`config.mk`:
```
export PLATFORM = sky130hd
export DESIGN_NAME = bfd_fifo
export DESIGN_NICKNAME = d
export VERILOG_FILES = /design/src/hdl/bfd_pkg.sv /design/src/hdl/bfd_fifo.sv
export SDC_FILE = /design/constraint.sdc
export NUM_CORES = 1
export LEC_CHECK = 0
export BUFFER_PORTS_ARGS = -buffer_cell sky130_fd_sc_hd__buf_2
export CAP_MARGIN = 10
export CORE_MARGIN = 3
export CORE_UTILIZATION = 51
export CTS_CLUSTER_DIAMETER = 60
export CTS_CLUSTER_SIZE = 25
export DETAILED_ROUTE_END_ITERATION = 8
export PLACE_DENSITY = 0.78
export SLEW_MARGIN = 20
export SYNTH_ARGS = -nofsm -noshare
export SYNTH_HDL_FRONTEND = slang
export SYNTH_SLANG_ARGS = --single-unit
export TNS_END_PERCENT = 10
```
`constraint.sdc`:
```
create_clock -name clk -period 2.9 [get_ports clk]
set_input_delay 0.145 -clock clk [delete_from_list [all_inputs] [get_ports clk]]
set_output_delay 0.145 -clock clk [all_outputs]
set_load 0.02 [all_outputs]
```
`src/hdl/bfd_pkg.sv`:
```
package bfd_pkg;

    localparam int MAX_WIDTH_DEF  = 1024;
    localparam int MAX_HEIGHT_DEF = 1024;
    localparam int MAX_SS         = 4;

    localparam int PIX_W   = 8;
    localparam int COORD_W = 10;
    localparam int CFG_DW  = 11;
    localparam int CFG_IW  = 2;
    localparam int SSR_W   = 3;

    localparam logic [CFG_DW-1:0] WIDTH_RST  = 11'd640;
    localparam logic [CFG_DW-1:0] HEIGHT_RST = 11'd480;
    localparam logic [SSR_W-1:0]  SS_RST     = 3'd1;

    // widths of the effective factor, sums and the divide by S*S
    localparam int SS_W   = $clog2(MAX_SS + 1);
    localparam int SUM_W  = $clog2(MAX_SS * 255 + 1);
    localparam int TOT_W  = $clog2(MAX_SS * MAX_SS * 255 + 1);
    localparam int N_W    = $clog2(MAX_SS * MAX_SS + 1);
    localparam int X_W    = $clog2(MAX_SS * MAX_SS * 255 + MAX_SS * MAX_SS / 2 + 1);
    localparam int RCP_K  = X_W + N_W;
    localparam int R_W    = RCP_K + 1;
    localparam int P_W    = X_W + R_W;
    localparam int RIW    = (MAX_SS > 1) ? $clog2(MAX_SS) : 1;

    localparam int Q_DEPTH = 4;
    localparam int Q_PW    = 2;

    typedef enum logic [CFG_IW-1:0] {
        CFG_OUT_WIDTH   = 2'd0,
        CFG_OUT_HEIGHT  = 2'd1,
        CFG_SUPERSAMPLE = 2'd2
    } cfg_idx_t;

    // one finished horizontal run of a block row, handed to the back end
    typedef struct packed {
        logic [3:0][SUM_W-1:0] sums;
        logic [COORD_W-1:0]    col;
        logic [COORD_W-1:0]    row;
        logic                  first;
        logic                  emit;
        logic                  last;
    } entry_t;

endpackage

```
`src/hdl/bfd_fifo.sv`:
```
module bfd_fifo #(
    parameter int AW = 10
) (
    input  logic            clk,
    input  logic            rst_n,
    input  logic            push,
    input  bfd_pkg::entry_t push_entry,
    input  logic [AW-1:0]   push_addr,
    output logic            full,
    input  logic            pop,
    output bfd_pkg::entry_t pop_entry,
    output logic [AW-1:0]   pop_addr,
    output logic            empty
);
    import bfd_pkg::*;

    entry_t          ent_q  [Q_DEPTH];
    logic [AW-1:0]   addr_q [Q_DEPTH];
    logic [Q_PW-1:0] wr_ptr_reg;
    logic [Q_PW-1:0] rd_ptr_reg;
    logic [Q_PW:0]   count_reg;

    assign full      = (count_reg == (Q_PW + 1)'(Q_DEPTH));
    assign empty     = (count_reg == '0);
    assign pop_entry = ent_q[rd_ptr_reg];
    assign pop_addr  = addr_q[rd_ptr_reg];

    always_ff @(posedge clk)
    begin
        if (push)
        begin
            ent_q[wr_ptr_reg]  <= push_entry;
            addr_q[wr_ptr_reg] <= push_addr;
        end
    end

    always_ff @(posedge clk or negedge rst_n)
    begin
        if (!rst_n)
        begin
            wr_ptr_reg <= '0;
            rd_ptr_reg <= '0;
            count_reg  <= '0;
        end
        else
        begin
            if (push)
                wr_ptr_reg <= wr_ptr_reg + Q_PW'(1);
            if (pop)
                rd_ptr_reg <= rd_ptr_reg + Q_PW'(1);
            if (push && !pop)
                count_reg <= count_reg + (Q_PW + 1)'(1);
            else if (pop && !push)
                count_reg <= count_reg - (Q_PW + 1)'(1);
        end
    end
endmodule

```
-- Yosys cells after proc, flatten, opt, wreduce, memory -nomap -nowiden
Memories as Yosys holds them, arrays and structs flattened.
Index checks and enable logic that the tools add are counted.
- RAM bits: 292
- output and inout port bits: 75
- memories: 2
- register bits: 7
- input bits: 77
- word-level logic and storage cells: 20
- memory list (memory ; depth ; width ; read ports ; clocked after memory_dff ; write ports ; line ; source):
    ent_q ; 4 ; 63 ; 1 ; 0 ; 1 ; bfd_fifo.sv:17 ; entry_t ent_q [Q_DEPTH];
    addr_q ; 4 ; 10 ; 1 ; 0 ; 1 ; bfd_fifo.sv:18 ; logic [AW-1:0] addr_q [Q_DEPTH];
- muxes and demuxes: 4
- add/subtract/negate cells: 4
- equal/unequal tests: 1
- reductions and logical operators: 6
- operator list (operator ; count):
    $mux W3 ; 2
    $add A2 B1 Y2 const B ; 2
    $add A3 B1 Y3 const B ; 1
    $eq A3 B3 Y1 const B ; 1
    $logic_not A3 Y1 ; 1
    $sub A3 B1 Y3 const B ; 1
    $logic_and A1 B1 Y1 ; 2
    $logic_not A1 Y1 ; 2
    $mux W1 ; 2
    $reduce_bool A2 Y1 ; 1

-- Logic depth before layout (Yosys ltp)
Gate-level depths: netlist (run 1).
- depth in word-level cells: 4
- depth in mapped cells: 7
- mapped depth without buffers: 7

-- Worst setup path after synthesis (run 1)
No wires, ideal clock.
- kind: register to register
- from: reg wr_ptr_reg[0]
- to: mem addr_q[2][0] (enable)
- required time: 2461 ps
- cell stages (with the launch flop): 4
- path buffers: 0
- period minus slack after synthesis: 2761 ps
- arrival: 2322 ps
- setup slack: 139 ps
- setup time: 439 ps
- cells stage by stage: dfrtp_1 > inv_1 > ha_1 > and2_1
- RTL lines (what ; line ; source):
    start, declared ; bfd_fifo.sv:19 ; logic [Q_PW-1:0] wr_ptr_reg;
    start signal, assigned ; bfd_fifo.sv:48 ; wr_ptr_reg <= wr_ptr_reg + Q_PW'(1);
    end, declared ; bfd_fifo.sv:18 ;
No word-level cell before the write port.

==> impl_metrics.tcl, run 1 <==
set metrics [dict create \
    status "completed" \
    syn_area_um2 10900 \
    globalplace.congestion 0.722 \
    cts_tree "done" \
    synthMuxAreaShare_pct 15.2 \
    antenna_found_initial 2 \
    grt_pass1_vias 5758 \
    syn2layout_area_growth_pct 22.7 \
    async_flop_share_pct 2.34 \
    grt_max_degree 41 \
    synth-simple-area-share_pct 0.447 \
    worstMarginPinSlew_ns 0.612 \
    grt.overflow.total 0 \
    worstPathRequired_ns 2.76 \
    cts_sinks 299 \
    worstSetupPathType "flip-flop to output pin" \
    worst-path-max-fanout 40 \
    fin_ws_ns 0.439 \
    ys_seq_elements 299 \
    vias 5164 \
    netlist_instances 415 \
    maxCapViolations 0 \
    synth-compound-area-share_pct 0.0458 \
    min_period_ns 2.46 \
    synth_top_area_cell "edfxtp_1" \
    final_layout_size_suffix_gt1_share_pct 40.7 \
    setup.worst_path.start_class "flip-flop" \
    clk_latency_ns 0.49 \
    powerDensity_nw_per_um2 962 \
    cellLeakagePower_nw 4.61 \
    ys.flop_type "edfxtp_1" \
    rows 52 \
    hold_class "primary input to async pin" \
    synth_xor_area_share_pct 0.481 \
    path_clk_slew_ns 0.09 \
    largest_register_ffs 252 \
    drc_errors 0 \
    power.total_mw 12.9 \
    synth_top_area_share_pct 80.3 \
    cts.repair.resized 0 \
    ys_seq_area_share_pct 81.9 \
    wire_per_inst_um 21.9 \
    syn_avg_cell_area_um2 26.3 \
    end_kind "output pin" \
    synthDistinctLibCells 19 \
    synth_top_family_by_area "multiplexers" \
    grt_use_total_pct 17.8 \
    yosys_warnings 0 \
    portBuffers 151 \
    drtIter0Drc 365 \
    hold_violations 0 \
    die_h_um 152 \
    cts_setup_buffers 0 \
    synth_fp_nets 498 \
    initial_core_util_pct 53.0 \
    fmax_mhz 406 \
    drt_wl_total_um 20600 \
    placed_area_um2 12100 \
    htreeDepth 1 \
    rsz0062_at_grt "no" \
    cts_buffer_depth 3 \
    finalNetCount 741 \
    crit_arrival_ns 2.32 \
    coreArea_um2 20600 \
    die_area_um2 23200 \
    power.ir.vdd_worst_v 0.000662 \
    yosysMostFrequentCell "edfxtp_1" \
    hold_buffers 76 \
    via_per_inst 5.50 \
    fin_skew_ns 0.00780 \
    drv_slew 0 \
    synth_common_cells "edfxtp_1 (292), mux4_2 (73), buf_2 (7), dfrtp_1 (7), buf_6 (6)" \
    num_io_pins 152 \
    setup-tns-final_ns 0 \
    relSlewSlack_pct 59.2 \
    synth_edf_count 292 \
    cts-root-buf "clkbuf_16" \
    ant_nets 0 \
    synth.area.top_cells "edfxtp_1 (80%), mux4_2 (15%), dfrtp_1 (1.6%)" \
    cts_made_buffers 18 \
    design_area_um2 13400 \
    synth_fa_ha_area_share_pct 0.756 \
    dp_slack_ns 0.938 \
    grt_pass1_wl_um 32300 \
    post-route-period-util_pct 84.9 \
    finalSetupViolations 0 \
    hpwl_um 12300 \
    die_w_um 152 \
    utilization_pct 65.0 \
    first_pass_iters 4 \
]
## stage by stage
| stage | hold WS (ns) | instances |
|---|---|---|
| floorplan | -0.151 | 415 |
| global placement | -0.0196 | 832 |
| detailed placement | -0.00670 | 832 |
| CTS | 0.00603 | 938 |
| global route | 0.0374 | 939 |
| finish | 0.0277 | 939 |
## report_power, final
group          internal [mW]  switching, mW  leakage [nW]
sequential              5.65          0.368          2.76
combinational           1.82           2.44          1.58
clock                   1.24           1.38         0.277
## area by class of cell
class / instances / area [µm²]
Antenna cell: 1 / 2.50
Clock buffer: 19 / 475
Clock inverter: 11 / 97.6
Fill cell: 1323 / 7220
Inverter: 4 / 15.0
Multi-Input combinational cell: 96 / 1850
Sequential cell: 299 / 8950
Tap cell: 270 / 338
Timing Repair Buffer: 239 / 1670
## critical path, stage by stage (launching register included)
cell	delay, ns
dfrtp_4	0.63
buf_12	0.36
mux4_2	0.59
buf_2	0.18
## kinds of logic (layout without fill, tap and decap cells)
logic type,after synthesis,count (layout)
simple gates,9,9
xor+xnor,6,6
flops,299,299
compound gates,1,1
buf+inv,20,273
other cells,0,1
mux,74,74
fa+ha+maj,6,6
## layer usage
layer | share of wire, % | routed length, µm | GRT usage (%)
met5 | 0.034 | 7 | 0
met4 | 2.1 | 427 | 3.90
met3 | 5.5 | 1120 | 3.86
met2 | 52 | 10700 | 31.3
met1 | 40 | 8320 | 23.3
## layout by cell type, fill, tap and decap left out, drive strengths merged
cell type    instances
nand2                2
clkbuf              19
mux2                 1
nor3                 1
ha                   5
and2                 4
buf                163
dlygate4sd3         76
clkinv               3
nor2                 1
dfrtp                7
nor3b                1
xnor2                2
o21ai                1
inv                 10
diode                1
clkinvlp             2
xor2                 4
fa                   1
edfxtp             292
mux4                73
## final timing paths
kind / start / endpoint / slack, ns / depth (start not counted)
worst max-delay path: rd_ptr_reg[0]$_DFFE_PN0P_ / pop_entry[61] / 0.44 / 3
worst min-delay path: rst_n / count_reg[0]$_DFFE_PN0P_ / 0.03 / 2
worst max register to register: wr_ptr_reg[0]$_DFFE_PN0P_ / addr_q[0][8]$_DFFE_PP_ / 0.99 / 4
worst min register to register: count_reg[2]$_DFFE_PN0P_ / count_reg[2]$_DFFE_PN0P_ / 0.51 / 1
max in group asynchronous: rst_n / rd_ptr_reg[0]$_DFFE_PN0P_ / 2.69 / 2
min in group clk: push_entry[57] / ent_q[1][57]$_DFFE_PP_ / 0.40 / 2
No activity file was read; power rests on OpenSTA's default activity.
==> run 2, diff against run 1 <==
- clock period: 2.9 -> 2 ns (I/O delays scaled with it)
==> run 2 against run 1 <==
Compared with the run above: the flow now finishes with violations (negative setup slack); die area unchanged; routed wire length up 6.9%; first-iteration DRC count down 16%; critical path depth up 1; worst hold slack better by 0.33 ns; final area up 4.8%; sequential cell count unchanged; final cell count up 2.2%; clock-buffer cell count up 2; global-route usage down 0.11 points; critical path type unchanged; critical endpoint is now pop_entry[31]; largest cell class unchanged.
==> impl_metrics.tcl, run 2 (synthesized netlist as in run 1, its figures left out) <==
set metrics [dict create \
    die_w_um 152 \
    crit_arrival_ns 1.98 \
    coreArea_um2 20600 \
    first_pass_iters 4 \
    utilization_pct 68.1 \
    hold_class "primary input to flip-flop" \
    grt_pass1_vias 5678 \
    post-route-period-util_pct 104 \
    htreeDepth 1 \
    antenna_found_initial 1 \
    via_per_inst 5.52 \
    num_io_pins 152 \
    die_h_um 152 \
    wire_per_inst_um 22.9 \
    cts_sinks 299 \
    num_antenna_cells 0 \
    ant_nets 0 \
    violations "negative setup slack" \
    setup-tns-final_ns -2.00 \
    worstMarginPinSlew_ns 0.340 \
    finalSetupViolations 67 \
    power.ir.vdd_worst_v 0.000832 \
    min_period_ns 2.08 \
    rows 52 \
    worstPathRequired_ns 1.90 \
    cts_made_buffers 18 \
    fin_skew_ns 0.0291 \
    finalNetCount 763 \
    portBuffers 151 \
    clk_latency_ns 0.50 \
    mostFrequentLayoutCells "edfxtp_1 (292), buf_2 (126), dlygate4sd3_1 (77), mux4_2 (73)" \
    cellLeakagePower_nw 4.90 \
    stdcell_count 960 \
    maxCapViolations 0 \
    cts-root-buf "clkbuf_16" \
    setup.worst_path.start_class "flip-flop" \
    cts_buffer_depth 3 \
    final_layout_size_suffix_gt1_share_pct 42.3 \
    dp_slack_ns 0.353 \
    vias 5296 \
    globalplace.congestion 0.733 \
    grt_use_total_pct 17.7 \
    final_common_cell "edfxtp_1" \
    fin_ws_ns -0.0792 \
    hold_violations 0 \
    worst-path-max-fanout 6 \
    drt_wl_total_um 22000 \
    largest_register_ffs 252 \
    drv_slew 0 \
    worstSetupPathType "flip-flop to output pin" \
    dp.cells 837 \
    cts_tree "done" \
    status "finished with violations" \
    initial_core_util_pct 53.0 \
    grt_pass1_wl_um 32100 \
    grt.overflow.total 0 \
    fmax_mhz 481 \
    relSlewSlack_pct 77.2 \
    drtIter0Drc 308 \
    die_area_um2 23200 \
    powerDensity_nw_per_um2 1450 \
    end_kind "output pin" \
    drc_errors 0 \
    rsz0062_at_grt "yes" \
    grt_max_degree 40 \
    path_clk_slew_ns 0.09 \
    syn2layout_area_growth_pct 28.5 \
    hpwl_um 12400 \
]
-- run 2: changes by cell type in the layout (fill, tap and decap cells not counted), moves of 7 or more --
cell | previous run | this run
buf_6 | 0 | 26
buf_2 | 151 | 126
buf_12 | 5 | 14
clkbuf_16 | 19 | 26
-- run 2: timing repair --
action                                  4_1_cts  5_1_grt
setup buffers                                 0        6
gates cloned                                  1        9
endpoints found under the setup margin       72       73
resized for setup                            12       42
hold buffers                                 77        0
pin swaps                                     0        0
hold endpoints to repair                    303        0
-- run 2: layout make-up --
| cell class | instances | area [µm²] |
|---|---|---|
| Sequential cell | 299 | 8950 |
| Fill cell | 1255 | 6580 |
| Timing Repair Buffer | 261 | 2280 |
| Multi-Input combinational cell | 96 | 1850 |
| Clock buffer | 21 | 483 |
| Tap cell | 270 | 338 |
| Clock inverter | 9 | 120 |
| Inverter | 4 | 15.0 |
-- run 2: report_power, final --
group,internal [mW],switching [mW]
clock network,1.95,1.97
registers,8.18,0.408
logic,3.77,4.01
total,13.9,6.39
-- run 2: worst max-delay path: stages (launching register included) --
cell and delay, ns:
dfrtp_4 0.46, buf_12 0.16, clkbuf_16 0.17, mux4_2 0.51
buf_2 0.18
-- run 2: final timing paths --
check / depth (start not counted) / startpoint / to / slack (ns)
max in group asynchronous: 3 / rst_n / rd_ptr_reg[0]$_DFFE_PN0P_ / 1.10
worst max-delay path: 4 / rd_ptr_reg[0]$_DFFE_PN0P_ / pop_entry[31] / -0.08
worst min register to register: 1 / count_reg[2]$_DFFE_PN0P_ / count_reg[2]$_DFFE_PN0P_ / 0.49
min in group asynchronous: 3 / rst_n / rd_ptr_reg[1]$_DFFE_PN0P_ / 0.62
worst min-delay path: 2 / push_entry[3] / ent_q[1][3]$_DFFE_PP_ / 0.36
worst max register to register: 4 / wr_ptr_reg[1]$_DFFE_PN0P_ / ent_q[1][18]$_DFFE_PP_ / 0.41
-- run 2: metrics by stage --
stage	hold WS, ns	power (mW)	area (µm²)
after floorplan	-0.196	13.0	10900
after global placement	-0.0550	15.1	12200
after detailed placement	-0.0516	15.2	12200
after CTS	0.329	19.4	13600
after global routing	0.345	21.2	14000
final	0.356	20.3	14000
-- run 2: per-layer routing --
| layer | share of wire [%] | track usage (%) | vias to the layer above |
|---|---|---|---|
| met5 | 0.059 | 0 | - |
| met4 | 1.4 | 3.47 | 2 |
| met3 | 4.4 | 3.32 | 29 |
| met2 | 53 | 30.5 | 159 |
| met1 | 41 | 24.2 | 2807 |
| li1 | - | - | 2299 |
==> run 3, diff against run 2 <==
- ABC_AREA: default -> 1
- CORE_UTILIZATION: 51 -> 52
- PLACE_DENSITY: 0.78 -> 0.79
==> run 3 against run 2 <==
Compared with the run above: the flow now finishes without violations; global-route usage increased by 1.4 points; area after synthesis is 11% higher; worst setup slack improved by 0.12 ns; clock-buffer cell count grew 1; sequential cell count stayed put; sequential power decreased by 0.9%; fmax is 6.2% higher; first-iteration DRC count is 88% higher; largest power group is now combinational cells.
==> impl_metrics.tcl, run 3 <==
set metrics [dict create \
    num_io_pins 152 \
    seqCellArea_um2 8950 \
    yosysMostFrequentCell "edfxtp_1" \
    hpwl_um 12800 \
    final_common_cell "edfxtp_1" \
    hold_violations 0 \
    fillCellCount 1521 \
    htreeDepth 1 \
    netlist_instances 900 \
    synth_top_area_share_pct 72.5 \
    vias 7608 \
    largest_register_ffs 252 \
    worstSetupPathType "flip-flop to output pin" \
    utilization_pct 65.6 \
    cts_sinks 299 \
    portBuffers 151 \
    hp-start "push_addr[0]" \
    num_antenna_cells 0 \
    max_stage_delay_ns 0.52 \
    grt.overflow.total 0 \
    hold_class "primary input to flip-flop" \
    syn_avg_cell_area_um2 13.4 \
    cts_buffer_depth 3 \
    dp.cells 1330 \
    path_cells "buf_12 -> buf_12 -> o211ai_1 -> nand2_1 -> buf_2" \
    power.total_mw 22.2 \
    grt_pass1_wl_um 37700 \
    cts-root-buf "clkbuf_16" \
    syn2layout_area_growth_pct 23.5 \
    placed_area_um2 13100 \
    path_clk_slew_ns 0.09 \
    cts_made_buffers 20 \
    die_w_um 159 \
    async_flop_share_pct 2.34 \
    worst-path-max-fanout 24 \
    relSlewSlack_pct 72.6 \
    powerDensity_nw_per_um2 1480 \
    wire_per_inst_um 18.1 \
    power.ir.vdd_worst_v 0.00106 \
    yosys_warnings 0 \
    cp_slowest_cell "dfrtp_4" \
    drt_wl_total_um 26400 \
    drv_slew 0 \
    post-route-period-util_pct 97.9 \
    synth.area.top_cells "edfxtp_1 (72%), o211ai_1 (9.0%), nand2_1 (7.2%)" \
    worst_r2r_startpoint "wr_ptr_reg[0]$_DFFE_PN0P_" \
    ys_seq_area_share_pct 73.9 \
    multi_input_area_um2 2140 \
    worstMarginPinSlew_ns 0.411 \
    via_per_inst 5.21 \
    synth_top_area_cell "edfxtp_1" \
    fin_skew_ns 0.0127 \
    reg2reg_setup_slack_ns 0.44 \
    syn_area_um2 12100 \
    holdPathStages 2 \
    finalSetupViolations 0 \
    end_kind "output pin" \
    synth_fp_nets 983 \
    final_layout_size_suffix_gt1_share_pct 20.4 \
    status "completed" \
    rsz0062_at_grt "yes" \
    cellLeakagePower_nw 6.00 \
    die_area_um2 25100 \
    antenna_found_initial 1 \
    grt_max_degree 107 \
    cts_tree "done" \
    globalplace.congestion 0.720 \
    ant_nets 0 \
    setup.worst_path.start_class "flip-flop" \
    die_h_um 159 \
    grt_use_total_pct 19.1 \
    worstPathRequired_ns 1.90 \
    stdcell_count 1461 \
    initial_core_util_pct 53.1 \
    synth_edf_count 292 \
    synth_common_cells "edfxtp_1 (292), nand2_1 (232), inv_1 (158)" \
    crit_arrival_ns 1.86 \
    ys.flop_type "edfxtp_1" \
    fin_ws_ns 0.0414 \
    coreArea_um2 22800 \
    drc_errors 0 \
    crit_top_cell "buf_12" \
    grt_pass1_vias 7306 \
    maxCapViolations 0 \
    first_pass_iters 5 \
    rows 55 \
    ys_seq_elements 299 \
    drtIter0Drc 580 \
    clk_latency_ns 0.50 \
    mostFrequentLayoutCells "edfxtp_1 (292), nand2_1 (228), inv_1 (152), buf_2 (147), o211ai_1 (145)" \
    design_area_um2 14900 \
    min_period_ns 1.96 \
    r2r_end "ent_q[2][61]$_DFFE_PP_" \
    finalNetCount 1217 \
    fmax_mhz 511 \
    dp_slack_ns 0.441 \
    synthDistinctLibCells 19 \
    min_to "addr_q[3][0]$_DFFE_PP_" \
    reg2regPathDepth 5 \
]
## run 3: changes by cell type after synthesis, sizes merged, moves of 4 or more
cell / previous run / this run
nand2: 2 / 232
inv: 4 / 158
o211ai: 0 / 146
mux4: 73 / 0
buf: 15 / 48
and2: 4 / 0
## run 3: per-layer routing
metal | up-vias | track usage [%] | part of all wire (%)
li1 | 3598 | - | -
met3 | 40 | 3.07 | 7.2
met5 | - | 0 | 0.034
met2 | 307 | 34.7 | 52
met1 | 3661 | 24.1 | 39
met4 | 2 | 4.42 | 1.7
## run 3: kinds of logic after synthesis
| group | share of synthesized area [%] |
|---|---|
| AO/OA/AOI/OAI | 9.14 |
| XOR/XNOR | 0.290 |
| adder cells (fa/ha/maj) | 0.682 |
| flip-flops | 73.9 |
| AND/OR/NAND/NOR | 7.37 |
| buffers and inverters | 8.61 |
## run 3: report_power, final
group	leakage, nW	internal, mW	switching [mW]
clock network	0.346	2.19	2.23
logic	2.89	3.26	6.00
registers	2.76	8.19	0.326
## run 3: timing repair
| action | CTS | global route |
|---|---|---|
| pin swaps | 0 | 39 |
| setup buffers | 2 | 3 |
| hold buffers | 77 | 0 |
| endpoints found under the setup margin | 62 | 64 |
| gates cloned | 2 | 11 |
| hold endpoints to repair | 303 | 0 |
| gates resized for setup | 3 | 15 |
## run 3: worst max path at each step
stage                                    from                     end  cells after the start
finish              rd_ptr_reg[0]$_DFFE_PN0P_           pop_entry[54]                      5
global placement    wr_ptr_reg[0]$_DFFE_PN0P_  ent_q[2][40]$_DFFE_PP_                      5
detailed placement  wr_ptr_reg[0]$_DFFE_PN0P_  ent_q[2][47]$_DFFE_PP_                      5
CTS                 rd_ptr_reg[0]$_DFFE_PN0P_             pop_addr[4]                      4
floorplan           wr_ptr_reg[0]$_DFFE_PN0P_  addr_q[0][0]$_DFFE_PP_                      4
global route        rd_ptr_reg[0]$_DFFE_PN0P_           pop_entry[54]                      5
## run 3: area by class of cell
type | count | area share [%]
clock inverter | 14 | 1.24
sequential | 299 | 59.9
inverter | 158 | 4.07
clock buffer | 22 | 3.54
tap | 313 | 2.62
multi-input combinational | 393 | 14.3
timing repair buffer | 262 | 14.4
## run 3: worst max-delay path, delay by kind of cell (launching register included)
family | cells | cell delay [ns]
buffers and inverters | 3 | 0.50
DFF | 1 | 0.52
AOI/OAI and AO/OA | 1 | 0.24
and+or+nand+nor | 1 | 0.10
## run 3: per-stage QoR
step | hold slack [ns] | setup TNS (ns)
6_report | 0.333 | 0
5_1_grt | 0.324 | -0.102
4_1_cts | 0.315 | -0.148
3_5_place_dp | -0.0512 | 0
3_3_place_gp | -0.0546 | 0
2_1_floorplan | -0.196 | -36.06
