## src/hdl/bfd_pkg.sv

```systemverilog
package bfd_pkg;

    localparam int MAX_WIDTH_DEF  = 1024;
    localparam int MAX_HEIGHT_DEF = 1024;
    localparam int MAX_SS         = 4;

    localparam int PIX_W   = 8;
    localparam int COORD_W = 10;
    localparam int CFG_DW  = 11;
    localparam int CFG_IW  = 2;
    localparam int SSR_W   = 3;

    localparam logic [CFG_DW-1:0] WIDTH_RST  = 11'd640;
    localparam logic [CFG_DW-1:0] HEIGHT_RST = 11'd480;
    localparam logic [SSR_W-1:0]  SS_RST     = 3'd1;

    // widths of the effective factor, sums and the divide by S*S
    localparam int SS_W   = $clog2(MAX_SS + 1);
    localparam int SUM_W  = $clog2(MAX_SS * 255 + 1);
    localparam int TOT_W  = $clog2(MAX_SS * MAX_SS * 255 + 1);
    localparam int N_W    = $clog2(MAX_SS * MAX_SS + 1);
    localparam int X_W    = $clog2(MAX_SS * MAX_SS * 255 + MAX_SS * MAX_SS / 2 + 1);
    localparam int RCP_K  = X_W + N_W;
    localparam int R_W    = RCP_K + 1;
    localparam int P_W    = X_W + R_W;
    localparam int RIW    = (MAX_SS > 1) ? $clog2(MAX_SS) : 1;

    localparam int Q_DEPTH = 4;
    localparam int Q_PW    = 2;

    typedef enum logic [CFG_IW-1:0] {
        CFG_OUT_WIDTH   = 2'd0,
        CFG_OUT_HEIGHT  = 2'd1,
        CFG_SUPERSAMPLE = 2'd2
    } cfg_idx_t;

    // one finished horizontal run of a block row, handed to the back end
    typedef struct packed {
        logic [3:0][SUM_W-1:0] sums;
        logic [COORD_W-1:0]    col;
        logic [COORD_W-1:0]    row;
        logic                  first;
        logic                  emit;
        logic                  last;
    } entry_t;

endpackage

```

## src/hdl/bfd_pix_if.sv

```systemverilog
interface bfd_pix_if;
    import bfd_pkg::*;

    logic             valid;
    logic             ready;
    logic [PIX_W-1:0] red_in;
    logic [PIX_W-1:0] green_in;
    logic [PIX_W-1:0] blue_in;
    logic [PIX_W-1:0] alpha_in;

    modport source (output valid, output red_in, output green_in, output blue_in,
                    output alpha_in, input ready);
    modport sink (input valid, input red_in, input green_in, input blue_in,
                  input alpha_in, output ready);
endinterface

```

## src/hdl/bfd_cfg_if.sv

```systemverilog
interface bfd_cfg_if;
    import bfd_pkg::*;

    logic              valid;
    logic              ready;
    logic [CFG_IW-1:0] index;
    logic [CFG_DW-1:0] data;

    modport source (output valid, output index, output data, input ready);
    modport sink (input valid, input index, input data, output ready);
endinterface

```

## src/hdl/bfd_front.sv

```systemverilog
module bfd_front #(
    parameter int MAX_WIDTH  = bfd_pkg::MAX_WIDTH_DEF,
    parameter int MAX_HEIGHT = bfd_pkg::MAX_HEIGHT_DEF,
    localparam int AW = (MAX_WIDTH > 1) ? $clog2(MAX_WIDTH) : 1
) (
    input  logic                      clk,
    input  logic                      rst_n,
    bfd_pix_if.sink                   pix,
    bfd_cfg_if.sink                   cfg,
    output logic                      push,
    input  logic                      full,
    output bfd_pkg::entry_t           push_entry,
    output logic [AW-1:0]             push_addr,
    output logic [bfd_pkg::SS_W-1:0]  ss_eff
);
    import bfd_pkg::*;

    localparam int CEW = $clog2(MAX_WIDTH + 1);
    localparam int RW  = (MAX_HEIGHT > 1) ? $clog2(MAX_HEIGHT) : 1;
    localparam int HEW = $clog2(MAX_HEIGHT + 1);

    logic [CFG_DW-1:0] width_reg;
    logic [CFG_DW-1:0] height_reg;
    logic [SSR_W-1:0]  ss_reg;

    logic [3:0][SUM_W-1:0] block_sum_reg;
    logic [3:0][SUM_W-1:0] block_sum_next;
    logic [SS_W-1:0]       sub_col_reg;
    logic [SS_W-1:0]       sub_row_reg;
    logic [AW-1:0]         col_count_reg;
    logic [RW-1:0]         row_count_reg;

    logic [CEW-1:0] w_eff;
    logic [HEW-1:0] h_eff;
    logic           accept;
    logic           blk_end;
    logic           row_blk_end;
    logic           col_end;
    logic           row_end;
    logic           restart;

    // out-of-range register values act as the nearest legal value
    always_comb
    begin
        if (width_reg == '0)
            w_eff = CEW'(1);
        else if (32'(width_reg) > MAX_WIDTH)
            w_eff = CEW'(MAX_WIDTH);
        else
            w_eff = CEW'(width_reg);

        if (height_reg == '0)
            h_eff = HEW'(1);
        else if (32'(height_reg) > MAX_HEIGHT)
            h_eff = HEW'(MAX_HEIGHT);
        else
            h_eff = HEW'(height_reg);

        if (ss_reg == '0)
            ss_eff = SS_W'(1);
        else if (32'(ss_reg) > MAX_SS)
            ss_eff = SS_W'(MAX_SS);
        else
            ss_eff = SS_W'(ss_reg);
    end

    assign pix.ready = !full;
    assign cfg.ready = 1'b1;
    assign accept    = pix.valid && pix.ready;

    assign block_sum_next[0] = block_sum_reg[0] + SUM_W'(pix.red_in);
    assign block_sum_next[1] = block_sum_reg[1] + SUM_W'(pix.green_in);
    assign block_sum_next[2] = block_sum_reg[2] + SUM_W'(pix.blue_in);
    assign block_sum_next[3] = block_sum_reg[3] + SUM_W'(pix.alpha_in);

    assign blk_end     = (sub_col_reg + SS_W'(1)) >= ss_eff;
    assign row_blk_end = (sub_row_reg + SS_W'(1)) >= ss_eff;
    assign col_end     = (CEW'(col_count_reg) + CEW'(1)) >= w_eff;
    assign row_end     = (HEW'(row_count_reg) + HEW'(1)) >= h_eff;

    assign push             = accept && blk_end;
    assign push_addr        = col_count_reg;
    assign push_entry.sums  = block_sum_next;
    assign push_entry.col   = COORD_W'(32'(col_count_reg));
    assign push_entry.row   = COORD_W'(32'(h_eff) - 32'd1 - 32'(row_count_reg));
    assign push_entry.first = (sub_row_reg == '0);
    assign push_entry.emit  = row_blk_end;
    assign push_entry.last  = col_end && row_end;

    always_comb
    begin
        case (cfg_idx_t'(cfg.index))
            CFG_OUT_WIDTH,
            CFG_OUT_HEIGHT,
            CFG_SUPERSAMPLE: restart = cfg.valid;
            default:         restart = 1'b0;
        endcase
    end

    always_ff @(posedge clk or negedge rst_n)
    begin
        if (!rst_n)
        begin
            width_reg     <= WIDTH_RST;
            height_reg    <= HEIGHT_RST;
            ss_reg        <= SS_RST;
            block_sum_reg <= '0;
            sub_col_reg   <= '0;
            sub_row_reg   <= '0;
            col_count_reg <= '0;
            row_count_reg <= '0;
        end
        else if (restart)
        begin
            case (cfg_idx_t'(cfg.index))
                CFG_OUT_WIDTH:   width_reg  <= cfg.data;
                CFG_OUT_HEIGHT:  height_reg <= cfg.data;
                CFG_SUPERSAMPLE: ss_reg     <= cfg.data[SSR_W-1:0];
                default:         ;
            endcase
            block_sum_reg <= '0;
            sub_col_reg   <= '0;
            sub_row_reg   <= '0;
            col_count_reg <= '0;
            row_count_reg <= '0;
        end
        else if (accept)
        begin
            if (!blk_end)
            begin
                block_sum_reg <= block_sum_next;
                sub_col_reg   <= sub_col_reg + SS_W'(1);
            end
            else
            begin
                block_sum_reg <= '0;
                sub_col_reg   <= '0;
                if (!col_end)
                begin
                    col_count_reg <= col_count_reg + AW'(1);
                end
                else
                begin
                    col_count_reg <= '0;
                    if (!row_blk_end)
                    begin
                        sub_row_reg <= sub_row_reg + SS_W'(1);
                    end
                    else
                    begin
                        sub_row_reg <= '0;
                        row_count_reg <= row_end ? '0 : row_count_reg + RW'(1);
                    end
                end
            end
        end
    end
endmodule

```

## src/flat_wrapper.sv

```systemverilog
// flat-port wrapper written by rule: the top's interface ports become plain ports
module bfd_front_flat import bfd_pkg::*;
#(
    parameter int MAX_WIDTH  = bfd_pkg::MAX_WIDTH_DEF,
    parameter int MAX_HEIGHT = bfd_pkg::MAX_HEIGHT_DEF,
    localparam int AW = (MAX_WIDTH > 1) ? $clog2(MAX_WIDTH) : 1
)
  (clk, rst_n, push, full, push_entry, push_addr, ss_eff, pix_valid, pix_red_in, pix_green_in, pix_blue_in, pix_alpha_in, pix_ready, cfg_valid, cfg_index, cfg_data, cfg_ready);
  bfd_pix_if pix_i ();
  bfd_cfg_if cfg_i ();
  input  logic clk;
  input  logic rst_n;
  output logic push;
  input  logic full;
  output bfd_pkg::entry_t push_entry;
  output logic [AW-1:0] push_addr;
  output logic [bfd_pkg::SS_W-1:0] ss_eff;
  input wire logic [$bits(pix_i.valid)-1:0] pix_valid;
  input wire logic [$bits(pix_i.red_in)-1:0] pix_red_in;
  input wire logic [$bits(pix_i.green_in)-1:0] pix_green_in;
  input wire logic [$bits(pix_i.blue_in)-1:0] pix_blue_in;
  input wire logic [$bits(pix_i.alpha_in)-1:0] pix_alpha_in;
  output wire logic [$bits(pix_i.ready)-1:0] pix_ready;
  input wire logic [$bits(cfg_i.valid)-1:0] cfg_valid;
  input wire logic [$bits(cfg_i.index)-1:0] cfg_index;
  input wire logic [$bits(cfg_i.data)-1:0] cfg_data;
  output wire logic [$bits(cfg_i.ready)-1:0] cfg_ready;
  assign pix_i.valid = pix_valid;
  assign pix_i.red_in = pix_red_in;
  assign pix_i.green_in = pix_green_in;
  assign pix_i.blue_in = pix_blue_in;
  assign pix_i.alpha_in = pix_alpha_in;
  assign pix_ready = pix_i.ready;
  assign cfg_i.valid = cfg_valid;
  assign cfg_i.index = cfg_index;
  assign cfg_i.data = cfg_data;
  assign cfg_ready = cfg_i.ready;
  bfd_front #(.MAX_WIDTH(MAX_WIDTH), .MAX_HEIGHT(MAX_HEIGHT)) u_core (.clk(clk), .rst_n(rst_n), .pix(pix_i), .cfg(cfg_i), .push(push), .full(full), .push_entry(push_entry), .push_addr(push_addr), .ss_eff(ss_eff));
endmodule
```

## config.mk

```make
export PLATFORM = sky130hd
export DESIGN_NAME = bfd_front_flat
export DESIGN_NICKNAME = d
export VERILOG_FILES = /design/src/hdl/bfd_pkg.sv /design/src/hdl/bfd_pix_if.sv /design/src/hdl/bfd_cfg_if.sv /design/src/hdl/bfd_front.sv /design/src/flat_wrapper.sv
export SDC_FILE = /design/constraint.sdc
export NUM_CORES = 1
export LEC_CHECK = 0
export ABC_AREA = 1
export BUFFER_PORTS_ARGS = -buffer_cell sky130_fd_sc_hd__buf_2
export CAP_MARGIN = 20
export CORE_ASPECT_RATIO = 0.9
export CORE_UTILIZATION = 56
export DETAILED_ROUTE_END_ITERATION = 12
export PLACE_DENSITY = 0.88
export SLEW_MARGIN = 0
export SYNTH_ARGS = -nofsm -noshare
export SYNTH_HDL_FRONTEND = slang
export SYNTH_SLANG_ARGS = --single-unit
```

## constraint.sdc

```tcl
create_clock -name clk -period 3.35 [get_ports clk]
set_input_delay 0.1675 -clock clk [delete_from_list [all_inputs] [get_ports clk]]
set_output_delay 0.1675 -clock clk [all_outputs]
set_load 0.05 [all_outputs]
```

* After elaboration in Yosys (flattened, before gate mapping)
Cells that the tools add are included.
** Word-level totals
- Bits in registers :: 91
- Input bits :: 50
- Output and inout bits :: 79
- Word-level logic and storage cells :: 80
** Operators by class
- Add/sub/neg operators :: 12
- Order comparisons :: 7
- Equal/unequal tests :: 2
- Muxes and demuxes :: 28
- Reductions and logical operators :: 20
** Operators by type and width (count)
- 2-to-1 mux 40 bit :: 3
- 2-to-1 mux 10 bit :: 10
- 2-to-1 mux 11 bit :: 4
- adder 10 x 8 -> 10 bit :: 4
- 2-to-1 mux 3 bit :: 10
- adder 10 x 1 -> 11 bit (second input constant) :: 2
- greater-or-equal comparator 11 bit :: 2
- greater-than comparator 11 bit (second input constant) :: 2
- logical NOT 11 bit :: 2
- adder 10 x 1 -> 10 bit (second input constant) :: 2
- subtractor 10 x 1 -> 10 bit (second input constant) :: 1
- subtractor 10 bit :: 1
- AND reduction 2 bit :: 4
- nonzero test 2 bit :: 4
- adder 3 x 1 -> 3 bit (second input constant) :: 2
- greater-or-equal comparator 3 bit :: 2
- logical NOT 3 bit :: 2
- AND reduction 4 bit :: 1
- greater-than comparator 3 bit (second input constant) :: 1
- logical AND 1 bit :: 3
- AND reduction 3 bit :: 1
- OR reduction 3 bit :: 1
- equality test 2 x 1 -> 1 bit (second input constant) :: 1
- equality test 2 bit (second input constant) :: 1
- 3 further kinds :: 3

* Depth between registers and ports, before layout
Gate-level depths: netlist of the first run.
- Word-level depth :: 10
- Gate-level depth with buffers :: 17
- Gate-level depth less buffers :: 17

* Least setup slack after synthesis of the first run
OpenSTA, ideal clock, no wires.
- Path kind :: register to output
- Start :: register u_core.col_count_reg[0], in the netlist u_core.push_addr[0]
- End :: output push_entry[0] (netlist bit)
- Data arrival time :: 3.252 ns
- Required time :: 3.182 ns
- Slack :: -0.070 ns
- Cell stages (with the launch flop) :: 16
- Path buffers :: 1
- Cell sequence :: dfrtp_1 > ha_1 > nand3_1 > inv_1 > nand3_1 > xor2_1 > inv_1 > ha_1 > nand2_1 > nor2_1 > inv_1 > nor2_1 > nor2_1 > and2_1 > buf_2 > a21oi_1
** RTL lines
- start, declared :: line bfd_front.sv:30 : logic [AW-1:0] col_count_reg;
- start signal, assigned :: line bfd_front.sv:140 : col_count_reg <= col_count_reg + AW'(1);
- end, declared :: line flat_wrapper.sv:15 : output bfd_pkg::entry_t push_entry;

==> metrics.md, run 1 <==
| Metric | Value |
|---|---|
| Maximum clock rate | 319 MHz |
| Placed cell count | 1245 |
| # IOs | 129 |
| Vias per cell | 5.35 |
| Least-Margin Pin Slew | 0.829 ns |
| Worst vdd ir | 0.421 mV |
| Worst Setup End Kind | output port |
| Core ar. | 12200 um2 |
| Synth cell types | 37 |
| Worst-skew pair later-pin latency | 0.35 ns |
| Hold Path Origin | cfg_data[7] |
| Gr usage total | 26.3% |
| Setup bufs post-CTS | 0 |
| GRT overflow | 0 |
| Met3 Usage GRT | 4.65% |
| DRT Wirelength | 16800 um |
| CTS HTree Levels | 3 |
| Clock sink total | 91 |
| Pwr Total | 5.61 mW |
| # fillers | 1021 |
| Clock share of power | 19.0% |
| DRC Markers | 0 |
| Setup crit start | u_core.height_reg[7]$_DFFE_PN1P_ |
| Post-synthesis sequential area ratio | 32.2% |
| Seq pwr share | 25.7% |
| Critical Path RT | 3.18 ns |
| Final Hold Fails | 0 |
| Post-DP HPWL | 12700 um |
| Crit-path cells | inv_1, nand4_1, nor2_1, a21oi_1, buf_4, or2_2, inv_1, ha_1, fa_1, nand3_1, nand2_1, nand4_1, nand3_1, xor2_1, buf_4 |
| # nets final | 1227 |
| Crit start category | flip-flop |
| Grt peak-use layer | met2 |
| Hold_ws | 0.0539 ns |
| Met1 layer usage reported by global route | 35.7% |
| Max Cap Viol | 0 |
| Reg2reg start | u_core.row_count_reg[0]$_DFFE_PN0P_ |
| Quantity of I/O buffers inserted on ports | 127 |
| Avg Cell Area, Syn | 7.23 um2 |
| Largest net degree at the start of global routing | 82 |
| # diodes | 0 |
| Power per Cell Area | 685 nW/um2 |
| WL/cell | 13.3 um |
| Initial core utilization | 58.1% |
| Sw Ratio | 51.8% |
| Fin cells | 1263 |
| Routability cong. | 0.933 |
| Status | completed |
| Std cell rows | 38 |
| Pins Over Slew Limit | 0 |
| CTS clk-pin slew, worst paths | 0.07 ns |
| Post-layout util | 67.0% |
| Register bit count reported by yosys | 91 |
| CTS root buf | clkbuf_16 |
| CTS buffer count | 9 |
| Critical setup path kind | flip-flop to output port |
| Multi-input gate area | 4180 um2 |
| Routed Antenna Nets | 0 |
| Cells after Synth | 983 |
| Net switching power | 2.91 mW |
| Max reg flops | 40 |
| Area growth, synth to finish | 15.3% |
| Crit-path max cell delay | 0.54 ns |
| Int Pwr | 2.71 mW |
| Worst Clk Skew | 0.00700 ns |
| Final setup vio count | 0 |
| Post-route worst setup slack | 0.212 ns |
| Crit share post-route | 93.7% |
| Max Root-Sink Buffers | 2 |
| Vias in the first global route | 6111 |
| Layout cell share with drive strength beyond 1 | 16.0% |
| Total leakage power | 4.73 nW |
| First-pass DRT Iterations | 5 |
| Storage cell area | 2290 um2 |
| Setup_tns | 0 ns |
| DRT iter0 DRCs | 433 |
| Die area | 13100 um2 |
| Cell Area, Synth | 7100 um2 |
| Share of total power in combinational logic | 55.3% |
| Ys Warns | 0 |
| Initial antenna violation count | 0 |
| Vias | 6761 |
| HP Class | primary input to flip-flop |
| Slew headroom | 44.6% |
| Syn Nets | 1112 |
| Worst path top cell family by delay | simple AND/OR/NAND/NOR gates |
| CTS tree | done |
| Arrival time worst endpoint | 2.97 ns |
| Placed instance area | 7810 um2 |
| Die width | 121 um |
| Reg2reg setup slack | 0.51 ns |
| Pre-CTS WS | 0.309 ns |
| First-pass GRT wire length | 27600 um |
| GRT met2 Usage | 43.1% |
| Fin area | 8190 um2 |
| Slowest cell on crit path | dfstp_2 |
| Final min period | 3.14 ns |
| Overall die height | 109 um |
| Buffers & Inverters on Critical Path | 4 |
| Crit Path Max Fanout | 8 |
## cells in the final DEF, fill, tap and decap left out, types with 2 or more instances in the layout
cell type,instances
a22o_1,12
dfstp_2,7
xor2_1,29
o21ai_1,3
nand4_1,31
nor3_1,7
clkbuf_16,9
inv_6,2
a31oi_1,4
dfrtp_1,83
a21oi_1,38
nand3_1,71
inv_2,3
xnor2_1,4
fa_1,5
or2_2,7
buf_4,9
buf_2,123
nor2_1,60
and2_1,15
inv_1,126
inv_8,2
ha_1,74
o21ai_0,51
nand2_1,299
o31ai_1,2
nand3b_1,5
## final cells by class
cell class              count  share of cell area [%]
well taps                 160                    2.44
repair buffers            135                    8.93
multi-input cells         731                    51.0
flip-flops and latches     91                    27.9
clock buffers               9                    2.75
inverters                 130                    5.96
clock inverters             7                    1.02
## final timing paths
check | end | cells past startpoint
worst min register to register | u_core.block_sum_reg[6]$_DFFE_PN0P_ | 2
max in group asynchronous | u_core.height_reg[5]$_DFFE_PN1P_ | 4
min in group asynchronous | u_core.block_sum_reg[18]$_DFFE_PN0P_ | 2
worst min-delay path | u_core.width_reg[7]$_DFFE_PN1P_ | 3
worst max-delay path | push_entry[11] | 15
worst max register to register | u_core.row_count_reg[1]$_DFFE_PN0P_ | 17
## layer usage
| layer | vias to the layer above | wire length, um |
|---|---|---|
| met5 | - | 0 |
| met4 | 0 | 197 |
| met3 | 16 | 876 |
| met2 | 203 | 7750 |
| met1 | 3134 | 7940 |
| li1 | 3408 | - |
## power groups by stage
stage,clock [mW],combinational (mW),sequential [mW]
floorplan,0,2.41,1.46
global placement,0,3.00,1.45
detailed placement,0,3.06,1.45
CTS,1.09,3.08,1.44
global route,1.13,3.39,1.47
finish,1.06,3.10,1.44
## cell usage after synthesis, drive strengths merged
| library cell | n | area, um2 |
|---|---|---|
| clkinv | 1 | 3.75 |
| inv | 129 | 484 |
| dfstp | 7 | 184 |
| ha | 74 | 926 |
| o21a | 1 | 7.51 |
| nor4 | 1 | 6.26 |
| clkbuf | 7 | 26.3 |
| nor2 | 62 | 240 |
| or2 | 7 | 43.8 |
| a21oi | 39 | 195 |
| o31ai | 2 | 15.0 |
| nand2 | 300 | 1130 |
| nand3b | 5 | 37.5 |
| nand3 | 72 | 365 |
| conb | 1 | 3.75 |
| a21boi | 1 | 7.51 |
| a21o | 1 | 7.51 |
| a22o | 12 | 105 |
| fa | 5 | 100 |
| a31oi | 4 | 25.0 |
| nand4 | 32 | 215 |
| buf | 24 | 155 |
| and2 | 16 | 100 |
| o21bai | 1 | 7.51 |
| xnor2 | 4 | 35.0 |
| xor2 | 29 | 254 |
| nor3 | 7 | 35.0 |
| dfrtp | 84 | 2100 |
| o21ai | 55 | 287 |
## what timing repair did
| item | 4_1_cts | 5_1_grt |
|---|---|---|
| hold endpoints to repair | 0 | 30 |
| resized for setup | 2 | 11 |
| hold buffers | 0 | 1 |
| setup endpoints to repair | 1 | 3 |
## worst min-delay path: stages
cell and delay [ns]:
buf_2 0.09, inv_1 0.05, o21ai_0 0.08
## cell families (layout without fill, tap and decap cells)
| kind of cell | count (synthesis) | after routing | synth area share (%) |
|---|---|---|---|
| and+or+nand+nor | 502 | 502 | 30.6 |
| DFF | 91 | 91 | 32.2 |
| AOI/OAI and AO/OA | 116 | 116 | 9.25 |
| other | 1 | 1 | 0.0528 |
| adders and majority gates | 79 | 79 | 14.4 |
| xor gates and xnor gates | 33 | 33 | 4.07 |
| buffers and inverters | 161 | 281 | 9.42 |
No activity file was read; power rests on OpenSTA's default activity.
==> run 2, diff against run 1 <==
- CORE_UTILIZATION: 56 -> 49
- GPL_TIMING_DRIVEN: default -> 0
- PLACE_DENSITY: 0.88 -> 0.8
==> metrics.md, run 2 (same netlist as run 1, synthesis figures left out) <==
| Metric | Value |
|---|---|
| Area growth, synth to finish | 18.2% (was 15.3%) |
| Worst Setup End Kind | output port (unchanged) |
| Total leakage power | 4.83 nW (was 4.73 nW) |
| Gr usage total | 24.4% (was 26.3%) |
| Placed instance area | 8010 um2 (was 7810 um2) |
| DRT Wirelength | 17400 um (was 16800 um) |
| Most frequent cells in the layout | nand2_1 (299), buf_2 (134), inv_1 (126) (was nand2_1 (299), inv_1 (126), buf_2 (123)) |
| Sw Ratio | 51.5% (was 51.8%) |
| Routability cong. | 0.897 (was 0.933) |
| Overall die height | 116 um (was 109 um) |
| Crit Path Max Fanout | 10 (was 8) |
| Int Pwr | 2.75 mW (was 2.71 mW) |
| GRT overflow | 0 (unchanged) |
| Slew headroom | 59.0% (was 44.6%) |
| Hold path depth | 3 (unchanged) |
| HP Class | primary input to flip-flop (unchanged) |
| Pre-CTS WS | 0.243 ns (was 0.309 ns) |
| Clock sink total | 91 (unchanged) |
| R2r worst-path depth | 17 (unchanged) |
| Post-route worst setup slack | 0.162 ns (was 0.212 ns) |
| Initial antenna violation count | 0 (unchanged) |
| Crit start category | flip-flop (unchanged) |
| Worst-skew pair later-pin latency | 0.36 ns (was 0.35 ns) |
| CTS buffer count | 9 (unchanged) |
| Max reg flops | 40 (unchanged) |
| DRT iter0 DRCs | 422 (was 433) |
| Power per Cell Area | 676 nW/um2 (was 685 nW/um2) |
| Vias in the first global route | 6128 (was 6111) |
| Hold_ws | 0.0440 ns (was 0.0539 ns) |
| # diodes | 0 (unchanged) |
| Arrival time worst endpoint | 3.02 ns (was 2.97 ns) |
| Largest net degree at the start of global routing | 49 (was 82) |
| RSZ-0062 raised after global routing | yes |
| CTS HTree Levels | 3 (unchanged) |
| Critical Path RT | 3.18 ns (about the same) |
| Initial core utilization | 50.4% (was 58.1%) |
| Setup_tns | 0 ns (unchanged) |
| Vias per cell | 5.13 (was 5.35) |
| Net switching power | 2.92 mW (was 2.91 mW) |
| # IOs | 129 (unchanged) |
| Fin area | 8400 um2 (was 8190 um2) |
| Vias | 6782 (was 6761) |
| Final Hold Fails | 0 (unchanged) |
| Post-DP HPWL | 13600 um (was 12700 um) |
| Least-Margin Pin Slew | 0.615 ns (was 0.829 ns) |
| # nets final | 1253 (was 1227) |
| DRC Markers | 0 (unchanged) |
| Crit share post-route | 95.2% (was 93.7%) |
| Critical setup path kind | flip-flop to output port (unchanged) |
| Worst Clk Skew | 0.0129 ns (was 0.00700 ns) |
| Pins Over Slew Limit | 0 (unchanged) |
| First-pass DRT Iterations | 5 (unchanged) |
| Quantity of I/O buffers inserted on ports | 127 (unchanged) |
| Seq pwr share | 25.4% (was 25.7%) |
| Final setup vio count | 0 (unchanged) |
| Layout cell share with drive strength beyond 1 | 17.6% (was 16.0%) |
| Clock share of power | 19.3% (was 19.0%) |
| Status | completed (unchanged) |
| Max Root-Sink Buffers | 2 (unchanged) |
| Final min period | 3.19 ns (was 3.14 ns) |
| First-pass GRT wire length | 28700 um (was 27600 um) |
| Post-layout util | 59.5% (was 67.0%) |
| Pwr Total | 5.67 mW (was 5.61 mW) |
| Maximum clock rate | 314 MHz (was 319 MHz) |
| Die area | 15000 um2 (was 13100 um2) |
| Most common cell after layout, fill and taps aside | nand2_1 (unchanged) |
| Die width | 129 um (was 121 um) |
| CTS clk-pin slew, worst paths | 0.08 ns (was 0.07 ns) |
| Share of total power in combinational logic | 55.4% (was 55.3%) |
| Std cell rows | 41 (was 38) |
| Core ar. | 14100 um2 (was 12200 um2) |
| Max Cap Viol | 0 (unchanged) |
| WL/cell | 13.1 um (was 13.3 um) |
| CTS tree | done (unchanged) |
| CTS root buf | clkbuf_16 (unchanged) |
| Placed cell count | 1304 (was 1245) |
| Fin cells | 1322 (was 1263) |
| Worst vdd ir | 0.632 mV (was 0.421 mV) |
| Routed Antenna Nets | 0 (unchanged) |
==> run 2: worst max-delay path, stage by stage (launching register included) <==
cell	delay, ns
dfrtp_1	0.41
or2_2	0.33
nor4_4	0.19
nand3_2	0.13
nand2_4	0.13
nand2_1	0.06
ha_1	0.29
nand2_1	0.07
nor2_1	0.15
inv_1	0.05
a21oi_1	0.12
nor2_1	0.07
and2_1	0.14
clkbuf_4	0.20
a21oi_2	0.15
buf_6	0.17
==> run 2: layout make-up <==
class | count | area, um2
fill | 1296 | 5710
timing repair buffer | 130 | 689
sequential | 91 | 2290
clock inverter | 7 | 95.1
multi-input combinational | 731 | 4190
buffer | 31 | 184
inverter | 130 | 488
tap | 193 | 241
clock buffer | 9 | 225
==> run 2: final timing paths <==
check / from / endpoint / slack [ns]
setup / recovery: u_core.width_reg[1]$_DFFE_PN0P_ / push_entry[0] / 0.16
hold / removal: cfg_data[7] / u_core.height_reg[7]$_DFFE_PN1P_ / 0.04
setup reg to reg: u_core.row_count_reg[0]$_DFFE_PN0P_ / u_core.row_count_reg[7]$_DFFE_PN0P_ / 0.51
hold reg to reg: u_core.block_sum_reg[5]$_DFFE_PN0P_ / u_core.block_sum_reg[5]$_DFFE_PN0P_ / 0.49
max in group asynchronous: rst_n / u_core.ss_reg[0]$_DFFE_PN1P_ / 2.29
min in group asynchronous: rst_n / u_core.block_sum_reg[17]$_DFFE_PN0P_ / 0.37
==> run 2: what timing repair did <==
| action | 4_1_cts | 5_1_grt |
|---|---|---|
| hold buffers | 1 | 0 |
| pin swaps | 0 | 2 |
| gates resized for setup | 3 | 9 |
| setup buffers | 0 | 1 |
| hold endpoints to repair | 43 | 0 |
| setup endpoints to repair | 3 | 3 |
==> run 2: power by group through the flow <==
stage | Clock [mW] | Combinational [mW] | Sequential, mW
2_1_floorplan | 0 | 2.41 | 1.46
5_1_grt | 1.17 | 3.45 | 1.47
4_1_cts | 1.12 | 3.13 | 1.43
6_report | 1.09 | 3.14 | 1.44
3_5_place_dp | 0 | 3.11 | 1.45
3_3_place_gp | 0 | 3.06 | 1.44
==> run 2: routing by layer <==
metal | track usage [%] | vias to the layer above | routed length (um)
met5 | 0 | - | 0
met3 | 4.08 | 26 | 818
li1 | - | 3473 | -
met2 | 37.9 | 196 | 7620
met4 | 9.10 | 0 | 352
met1 | 34.3 | 3087 | 8590
==> run 3, diff against run 2 <==
- CTS_BUF_LIST: default -> sky130_fd_sc_hd__clkbuf_4 sky130_fd_sc_hd__clkbuf_8
==> metrics.md, run 3 (same netlist as run 1, synthesis figures left out) <==
| Metric | Value |
|---|---|
| Status | completed (unchanged) |
| Std cell rows | 41 (unchanged) |
| Most common cell after layout, fill and taps aside | nand2_1 (unchanged) |
| Max Cap Viol | 0 (unchanged) |
| Placed instance area | 8010 um2 (unchanged) |
| CTS root buf | clkbuf_8 (was clkbuf_16) |
| Seq pwr share | 26.2% (was 25.4%) |
| Crit Path Max Fanout | 10 (unchanged) |
| Final setup vio count | 0 (unchanged) |
| CTS tree | done (unchanged) |
| Share of total power in combinational logic | 58.7% (was 55.4%) |
| Fin cells | 1327 (was 1322) |
| Slew headroom | 58.8% (was 59.0%) |
| Core ar. | 14100 um2 (unchanged) |
| DRT iter0 DRCs | 407 (was 422) |
| Slowest cell on crit path | dfrtp_1 (unchanged) |
| CTS buffer count | 9 (unchanged) |
| First-pass DRT Iterations | 5 (unchanged) |
| Max reg flops | 40 (unchanged) |
| Int Pwr | 2.55 mW (was 2.75 mW) |
| Least-Margin Pin Slew | 0.618 ns (was 0.615 ns) |
| # IOs | 129 (unchanged) |
| # nets final | 1258 (was 1253) |
| Worst-skew pair later-pin latency | 0.38 ns (was 0.36 ns) |
| Critical setup path kind | flip-flop to output port (unchanged) |
| Multi-input gate area | 4200 um2 (was 4190 um2) |
| Clock sink total | 91 (unchanged) |
| Routability cong. | 0.897 (unchanged) |
| Net switching power | 2.90 mW (was 2.92 mW) |
| Placed cell count | 1304 (unchanged) |
| Die area | 15000 um2 (unchanged) |
| Pins Over Slew Limit | 0 (unchanged) |
| Largest net degree at the start of global routing | 49 (unchanged) |
| Max Root-Sink Buffers | 2 (unchanged) |
| Final min period | 3.17 ns (was 3.19 ns) |
| Routed Antenna Nets | 0 (unchanged) |
| Post-layout util | 59.2% (was 59.5%) |
| Maximum clock rate | 316 MHz (was 314 MHz) |
| Initial antenna violation count | 0 (unchanged) |
| Pwr Total | 5.44 mW (was 5.67 mW) |
| Initial core utilization | 50.4% (unchanged) |
| Crit-path max cell delay | 0.42 ns (was 0.41 ns) |
| Crit share post-route | 94.6% (was 95.2%) |
| Post-route worst setup slack | 0.181 ns (was 0.162 ns) |
| Total leakage power | 4.81 nW (was 4.83 nW) |
| Worst Setup End Kind | output port (unchanged) |
| Crit start category | flip-flop (unchanged) |
| # fillers | 1292 (was 1296) |
| Worst Clk Skew | 0.0196 ns (was 0.0129 ns) |
| Gr usage total | 24.2% (was 24.4%) |
| GRT overflow | 0 (unchanged) |
| Vias | 6798 (was 6782) |
| HP Class | primary input to flip-flop (unchanged) |
| Die width | 129 um (unchanged) |
| Post-DP HPWL | 13600 um (unchanged) |
| Area growth, synth to finish | 17.5% (was 18.2%) |
| Most frequent cells in the layout | nand2_1 (299), buf_2 (133), inv_1 (126) (was nand2_1 (299), buf_2 (134), inv_1 (126)) |
| Worst vdd ir | 0.573 mV (was 0.632 mV) |
| Final Hold Fails | 0 (unchanged) |
| DRT Wirelength | 17400 um (about the same) |
| Pre-CTS WS | 0.243 ns (unchanged) |
| Storage cell area | 2290 um2 (unchanged) |
| Critical Path RT | 3.18 ns (about the same) |
| CTS clk-pin slew, worst paths | 0.11 ns (was 0.08 ns) |
| Vias per cell | 5.12 (was 5.13) |
| Layout cell share with drive strength beyond 1 | 18.0% (was 17.6%) |
| Power per Cell Area | 652 nW/um2 (was 676 nW/um2) |
| Sw Ratio | 53.2% (was 51.5%) |
| # diodes | 0 (unchanged) |
| WL/cell | 13.1 um (about the same) |
| Clock share of power | 15.1% (was 19.3%) |
| DRC Markers | 0 (unchanged) |
| Overall die height | 116 um (unchanged) |
| Quantity of I/O buffers inserted on ports | 127 (unchanged) |
| Vias in the first global route | 6091 (was 6128) |
| First-pass GRT wire length | 28600 um (was 28700 um) |
| Arrival time worst endpoint | 3.00 ns (was 3.02 ns) |
| Crit-path cells | or2_2, nor4_4, nand3_2, nand2_4, nand2_1, ha_1, nand2_1, nor2_2, inv_1, a21oi_1, nor2_1, and2_1, buf_6, a21oi_4, buf_6 (was or2_2, nor4_4, nand3_2, nand2_4, nand2_1, ha_1, nand2_1, nor2_1, inv_1, a21oi_1, nor2_1, and2_1, clkbuf_4, a21oi_2, buf_6) |
| Fin area | 8350 um2 (was 8400 um2) |
| CTS HTree Levels | 3 (unchanged) |
run 3: changes by cell type in the layout (fill, tap and decap cells not counted), sizes merged:
cell	change
nand2	+1
buf	+4
run 3: through the flow:
stage | setup TNS, ns | hold WS (ns)
global placement | 0 | 0.427
CTS | 0 | 0.00122
detailed placement | 0 | 0.221
finish | 0 | 0.0144
floorplan | 0 | -0.128
global route | -0.0468 | 0.0201
run 3: final cells by class:
cell class	count	share of cell area [%]
multi-input combinational	732	50.3
sequential	91	27.4
timing repair buffer	134	8.65
inverter	130	5.85
tap	193	2.89
buffer	31	2.25
clock buffer	9	1.48
clock inverter	7	1.14
run 3: critical path, delay by kind of cell (launching register included):
| kind | cells | cell delay [ns] |
|---|---|---|
| flip-flops | 1 | 0.42 |
| AO/OA/AOI/OAI | 2 | 0.24 |
| buffers and inverters | 3 | 0.37 |
| adder cells (fa/ha/maj) | 1 | 0.29 |
| AND/OR/NAND/NOR | 9 | 1.32 |
run 3: repair_timing:
| action | in CTS | in global routing |
|---|---|---|
| setup buffers | 0 | 5 |
| endpoints found under the setup margin | 3 | 3 |
| pin swaps | 0 | 5 |
| hold buffers | 1 | 0 |
| gates cloned | 0 | 1 |
| resized for setup | 4 | 12 |
| endpoints found under the hold margin | 43 | 0 |
run 3: per-layer routing:
metal | track usage, % | part of all wire (%) | vias to the layer above
met2 | 37.6 | 44 | 203
met1 | 34.4 | 49 | 3089
met5 | 0 | 0 | -
met3 | 3.80 | 5.0 | 28
li1 | - | - | 3478
met4 | 8.31 | 2.0 | 0
run 3: final timing paths:
| kind | to | from | depth (start not counted) | slack (ns) |
|---|---|---|---|---|
| setup / recovery | push_entry[0] | u_core.width_reg[1]$_DFFE_PN0P_ | 15 | 0.18 |
| hold / removal | u_core.height_reg[7]$_DFFE_PN1P_ | cfg_data[7] | 3 | 0.01 |
| setup reg to reg | u_core.row_count_reg[7]$_DFFE_PN0P_ | u_core.row_count_reg[0]$_DFFE_PN0P_ | 17 | 0.41 |
| hold reg to reg | u_core.block_sum_reg[2]$_DFFE_PN0P_ | u_core.block_sum_reg[2]$_DFFE_PN0P_ | 2 | 0.50 |
| max in group asynchronous | u_core.ss_reg[0]$_DFFE_PN1P_ | rst_n | 3 | 2.32 |
| min in group asynchronous | u_core.block_sum_reg[16]$_DFFE_PN0P_ | rst_n | 2 | 0.34 |
run 3: power groups by stage:
stage          Combinational (mW)  Clock, mW  Sequential [mW]
6_report                     3.20      0.821             1.43
5_1_grt                      3.50      0.897             1.45
4_1_cts                      3.13      0.848             1.43
3_5_place_dp                 3.11          0             1.45
3_3_place_gp                 3.06          0             1.44
2_1_floorplan                2.41          0             1.46
